--- config.mk ---
export PLATFORM = sky130hd
export DESIGN_NAME = crm_mac_cell
export DESIGN_NICKNAME = d
export VERILOG_FILES = /design/src/design/crm_pkg.sv /design/src/design/crm_mac_cell.sv
export SDC_FILE = /design/constraint.sdc
export NUM_CORES = 1
export LEC_CHECK = 0
export BUFFER_PORTS_ARGS = -buffer_cell sky130_fd_sc_hd__buf_2
export CORE_MARGIN = 10
export CORE_UTILIZATION = 55
export CTS_BUF_LIST = sky130_fd_sc_hd__clkbuf_4 sky130_fd_sc_hd__clkbuf_8 sky130_fd_sc_hd__clkbuf_16
export CTS_CLUSTER_DIAMETER = 30
export DETAILED_ROUTE_END_ITERATION = 8
export PLACE_DENSITY = 0.83
export SETUP_SLACK_MARGIN = 0.02
export SYNTH_ARGS = -nofsm -noshare
export SYNTH_HDL_FRONTEND = slang
export SYNTH_SLANG_ARGS = --single-unit
--- constraint.sdc ---
create_clock -name clk -period 6.28 [get_ports clk]
set_input_delay 0.314 -clock clk [delete_from_list [all_inputs] [get_ports clk]]
set_output_delay 0.314 -clock clk [all_outputs]
set_load 0.1 [all_outputs]
--- src/design/crm_pkg.sv ---
//------------------------------------------------------------------------------
// crm_pkg
// Shared constants and types of the convolution, ReLU and pooling stage.
//------------------------------------------------------------------------------
`timescale 1ns / 1ps
`default_nettype none
package crm_pkg;
    localparam int IMAGE_SIDE  = 28;
    localparam int KERNEL_SIDE = 5;
    localparam int CHANNELS    = 30;
    localparam int POOL_SIDE   = 2;
    localparam int CONV_SIDE   = IMAGE_SIDE - KERNEL_SIDE + 1;
    localparam int POOL_OUT    = CONV_SIDE / POOL_SIDE;
    localparam int KAREA       = KERNEL_SIDE * KERNEL_SIDE;
    localparam int WCOUNT      = CHANNELS * KAREA;
    localparam int CH_W        = 5;
    localparam int COL_W       = 5;
    localparam int ACC_W       = 48;

    localparam logic [1:0] KIND_WEIGHT = 2'd0;
    localparam logic [1:0] KIND_BIAS   = 2'd1;
    localparam logic [1:0] KIND_PIXEL  = 2'd2;

    typedef logic [7:0] pix_t;
    typedef logic signed [15:0] wgt_t;

    // control passed from the sequencer into the cell chain
    typedef struct packed {
        logic            run;    // a channel's sum enters cell 0
        logic            pool;   // window position belongs to a pool cell
        logic            first;  // first position of a pool cell
        logic            done;   // last position of a pool cell
        logic [CH_W-1:0] ch;
        logic [3:0]      pr;
        logic [3:0]      pc;
    } cell_ctl_t;
endpackage
`default_nettype wire

--- src/design/crm_mac_cell.sv ---
//------------------------------------------------------------------------------
// crm_mac_cell
// One multiply-accumulate cell of the kernel chain: adds pixel x weight to
// the partial sum handed in by its neighbor and registers it.
//------------------------------------------------------------------------------
`timescale 1ns / 1ps
`default_nettype none
module crm_mac_cell (
    input  wire logic                             clk,
    input  wire logic                             en,
    input  wire logic [7:0]                       pix,
    input  wire logic signed [15:0]               wgt,
    input  wire logic signed [crm_pkg::ACC_W-1:0] sum_in,
    output logic signed [crm_pkg::ACC_W-1:0]      sum_out
);
    logic signed [crm_pkg::ACC_W-1:0] sum_reg;
    logic signed [24:0]               prod;

    assign prod = $signed({1'b0, pix}) * wgt;

    // hold the partial sum while the chain is stalled
    always_ff @(posedge clk)
    begin
        if (en)
            sum_reg <= sum_in + crm_pkg::ACC_W'(prod);
    end

    assign sum_out = sum_reg;
endmodule
`default_nettype wire

---- Yosys cells after proc, flatten, opt, wreduce, memory -nomap -nowiden ----
Index checks and enable logic that the tools add are counted.
operators by class
  add/sub/neg operators ................... 1
  multiply operators ...................... 1
operators by type and width
  operator          number
  $add A48 B25 Y48  1
  $mul A9 B16 Y25   1
word-level totals
  bits in registers ....................... 48
  input bits .............................. 74
  output and inout port bits .............. 48
  word-level logic and storage cells ...... 3

---- Longest topological paths before layout ----
  depth in word-level cells ............... 2
  mapped depth ............................ 22
  gate-level depth less buffers ........... 21

---- Least setup slack after synthesis ----
Ideal clock, no wire load.
  path type ............................... input-to-reg
  from .................................... input port pix[3]
  to ...................................... register sum_reg (netlist bit sum_out[47]), data pin
  library setup time ...................... 0.260 ns
  arrival ................................. 5.935 ns
  required time ........................... 6.020 ns
  path slack .............................. 0.085 ns
  stages on the path ...................... 18
  path buffers ............................ 2
  cells stage by stage .................... clkbuf_1 -> nand2_1 -> fa_1 -> fa_1 -> fa_1 -> fa_1 -> inv_1 -> fa_1 -> ha_1 -> clkbuf_1 -> a21oi_1 -> o21ai_0 -> nor2_1 -> a21oi_1 -> a41oi_2 -> o41ai_4 -> a211oi_2 -> xnor2_1
between the ends
  cells in the longest elaborated chain, start to end .. 2
RTL lines
  element               RTL line            RTL
  from (decl)           crm_mac_cell.sv:11  input wire logic [7:0] pix,
  $mul A9 B16 Y25       crm_mac_cell.sv:19  assign prod = $signed({1'b0, pix}) * wgt;
  $add A48 B25 Y48      crm_mac_cell.sv:25  sum_reg <= sum_in + crm_pkg::ACC_W'(prod);
  to (signal assigned)  crm_mac_cell.sv:25
  to (decl)             crm_mac_cell.sv:16  logic signed [crm_pkg::ACC_W-1:0] sum_reg;
No other way between the ends.
A chain may end at the register's enable or synchronous reset.

---- Final worst setup path ----
Same ends and word-level chain as after synthesis.

==> key figures <==
Clocking
  • Hold_buf cts: 0
  • H-tree lvl count: 2
  • Reg clk slew, reported paths: 0.06 ns
  • Post-CTS Resized: 0
  • Total clock sinks: 48
  • Post-CTS setup buffers: 0
  • Total CTS buffers: 5
  • Max Root-Sink Buffers: 2
  • CTS tree: done
  • Root buf cell: clkbuf_16

STA
  • Final min period: between 5 and 6 ns
  • Final setup vio count: 0
  • Hold WS: 0.338 ns
  • Final Hold Viols: 0
  • F_max: 0.170 GHz
  • RSZ-0062 raised after global routing: no
  • Setup TNS: 0 ns
  • Slew Limit Fails: 0
  • Max transition margin: 0.311
  • Period Utilization, post-route: 0.939
  • Actual slew at the worst max-slew pin: 1.03 ns

Critical path
  • CP bufs+invs: 4
  • CP delay by family, top: adder cells
  • WP data required: 6.31 ns
  • CP endpoint kind: register
  • Worst Setup Path Type: input pin to register
  • Max stage delay on crit path: ~0.58 ns
  • Worst path slowest cell: fa_1
  • Most frequent CP cell: fa_1
  • Worst Path Max Fanout: 16
  • Data arrival, critical path: around 6 ns
  • CP Cell Sequence: buf_2 > nand2_1 > inv_1 > fa_1 > fa_1 > fa_1 > fa_1 > inv_1 > fa_1 > inv_1 > ha_1 > nand4_2 > nor4_2 > or4b_1 > nand4_1 > a41oi_2 > o41ai_4 > a211oi_2 > xnor2_1
  • Setup crit start kind: input pin

Floorplan
  • Die Ht: 147 um
  • Die width: 147 um
  • Core footprint: between 15000 and 20000 um^2
  • Initial Util: 0.561
  • # rows: 46
  • Die area: 21600 um^2
  • IO Count: 122

Route
  • Post-route ant nets: 0
  • Via density per instance: between 5 and 6
  • Iteration-0 DRC Markers: 424
  • Residual DRC count: 0
  • DR pass1 iterations: 5
  • Via Count: 6933
  • DR WL/cell: 16.1 um
  • Post-Route WL: between 20000 and 25000 um

Synth
  • Main synth FF type: edfxtp_1
  • Most frequent cell after synthesis: inv_1
  • Synth cell count leaders: inv_1, fa_1, nand2_1, ha_1, and2_1
  • Distinct cell type count after synthesis: 49
  • Synthesized area: ~8900 um^2
  • Avg Cell Area, Syn: 9.42 um^2
  • Yosys warns: 0
  • Top cells by area, synth: fa_1, edfxtp_1, ha_1
  • Post-synth EDFFs: 48
  • Post-synthesis cell count: 943
  • Register area share after synthesis: 0.162
  • Syn nets: 1247
  • Post-synth ARST share: 0
  • Flops & latches, synth: 48
  • Area leader, netlist: fa_1
  • Synth top area share: 0.322

Cells and area
  • ANT cells: 0
  • Post-route cell area: approximately 10000 um^2
  • Fin nets: 1376
  • Max reg flops: 48
  • Area grow syn2layout: 12.8%
  • Layout cells sized above 1: 0.158
  • Number of fill cells: ~1300

Min path
  • HP Start: sum_in[0]
  • Endpoint, Worst Hold: sum_out[0]$_DFFE_PP_
  • Hold Path Depth: 2
  • Min-Delay Path Class: input pin to register

Placed design
  • Post-DP HPWL: around 18000 um
  • Buffers on Ports: 121
  • Routability Congestion: 0.933
  • Cell Area, Placed: 9870 um^2

GRT
  • Largest net degree at the start of global routing: 49
  • Vias in the first global route: between 7000 and 8000
  • Grt total ovfl: 0
  • First-pass GRT wire length: around 35000 um
  • Initial antenna violation count: 0
  • Tot GR Track Use: 0.194

Run status
  • Status: completed

Flow run
  • MaxCap Viol Count: 0
[cells in the final DEF, fill, tap and decap left out, types with 3 or more instances in the layout]
master / count
inv_1: 173
fa_1: 142
buf_2: 121
nand2_1: 111
ha_1: 87
and2_1: 62
a21oi_1: 55
edfxtp_1: 48
buf_4: 32
nor2_1: 31
xnor2_1: 30
o21ai_0: 29
a21o_1: 23
xor2_1: 21
nand4_1: 12
o21bai_1: 11
nand3_1: 10
nor3_1: 7
a211oi_1: 6
o211ai_1: 5
clkbuf_16: 5
o21a_1: 4
a31oi_1: 4
a211o_1: 3
o31ai_1: 3
nor2b_1: 3
and4_1: 3
nor3b_1: 3
[layout make-up]
| cell class | count | area [um^2] | area share |
|---|---|---|---|
| tap | 216 | 270 | 0.0270 |
| inverter | 173 | 649 | 0.0649 |
| sequential | 48 | 1440 | 0.144 |
| timing repair buffer | 153 | 846 | 0.0845 |
| multi-input combinational | 691 | 6660 | 0.665 |
| clock inverter | 3 | 17.5 | 0.00175 |
| clock buffer | 5 | 125 | 0.0125 |
[per-stage QoR]
stage          setup slack (ns)  cells   util
6_report                  0.385   1289  0.633
5_1_grt                  0.0561   1289  0.633
4_1_cts                   0.334   1289  0.632
3_5_place_dp             0.0344   1281  0.623
3_3_place_gp             0.0719   1281  0.623
2_1_floorplan            0.0847    943      -
[how the worst max path moves through the flow]
| stage | start | to | slack (ns) | cells past startpoint |
|---|---|---|---|---|
| 2_1_floorplan | pix[3] | sum_out[47]$_DFFE_PP_ | 0.08 | 18 |
| 3_3_place_gp | pix[0] | sum_out[44]$_DFFE_PP_ | 0.07 | 20 |
| 3_5_place_dp | pix[0] | sum_out[47]$_DFFE_PP_ | 0.03 | 19 |
| 4_1_cts | pix[0] | sum_out[47]$_DFFE_PP_ | 0.33 | 19 |
| 5_1_grt | pix[3] | sum_out[47]$_DFFE_PP_ | 0.06 | 19 |
| 6_report | pix[3] | sum_out[47]$_DFFE_PP_ | 0.39 | 19 |
[cell families after synthesis]
group | after synthesis | share of synthesized area
compound gates | 156 | 0.114
fa+ha+maj | 230 | 0.445
buf+inv | 204 | 0.0874
mux | 1 | 0.00113
simple gates | 253 | 0.140
flops | 48 | 0.162
xor+xnor | 51 | 0.0503
[per-layer routing]
metal | part of all wire | up-vias | wire [um] | track usage
li1 | - | 3302 | - | -
met1 | 0.41 | 3379 | 8520 | 0.241
met2 | 0.51 | 216 | 10600 | 0.351
met3 | 0.052 | 36 | 1080 | 0.0233
met4 | 0.022 | 0 | 464 | 0.0481
met5 | 0 | - | 0 | 0
Power is not shown: default switching activity piles up to over one toggle a cycle in this logic, so the estimate is an artifact.
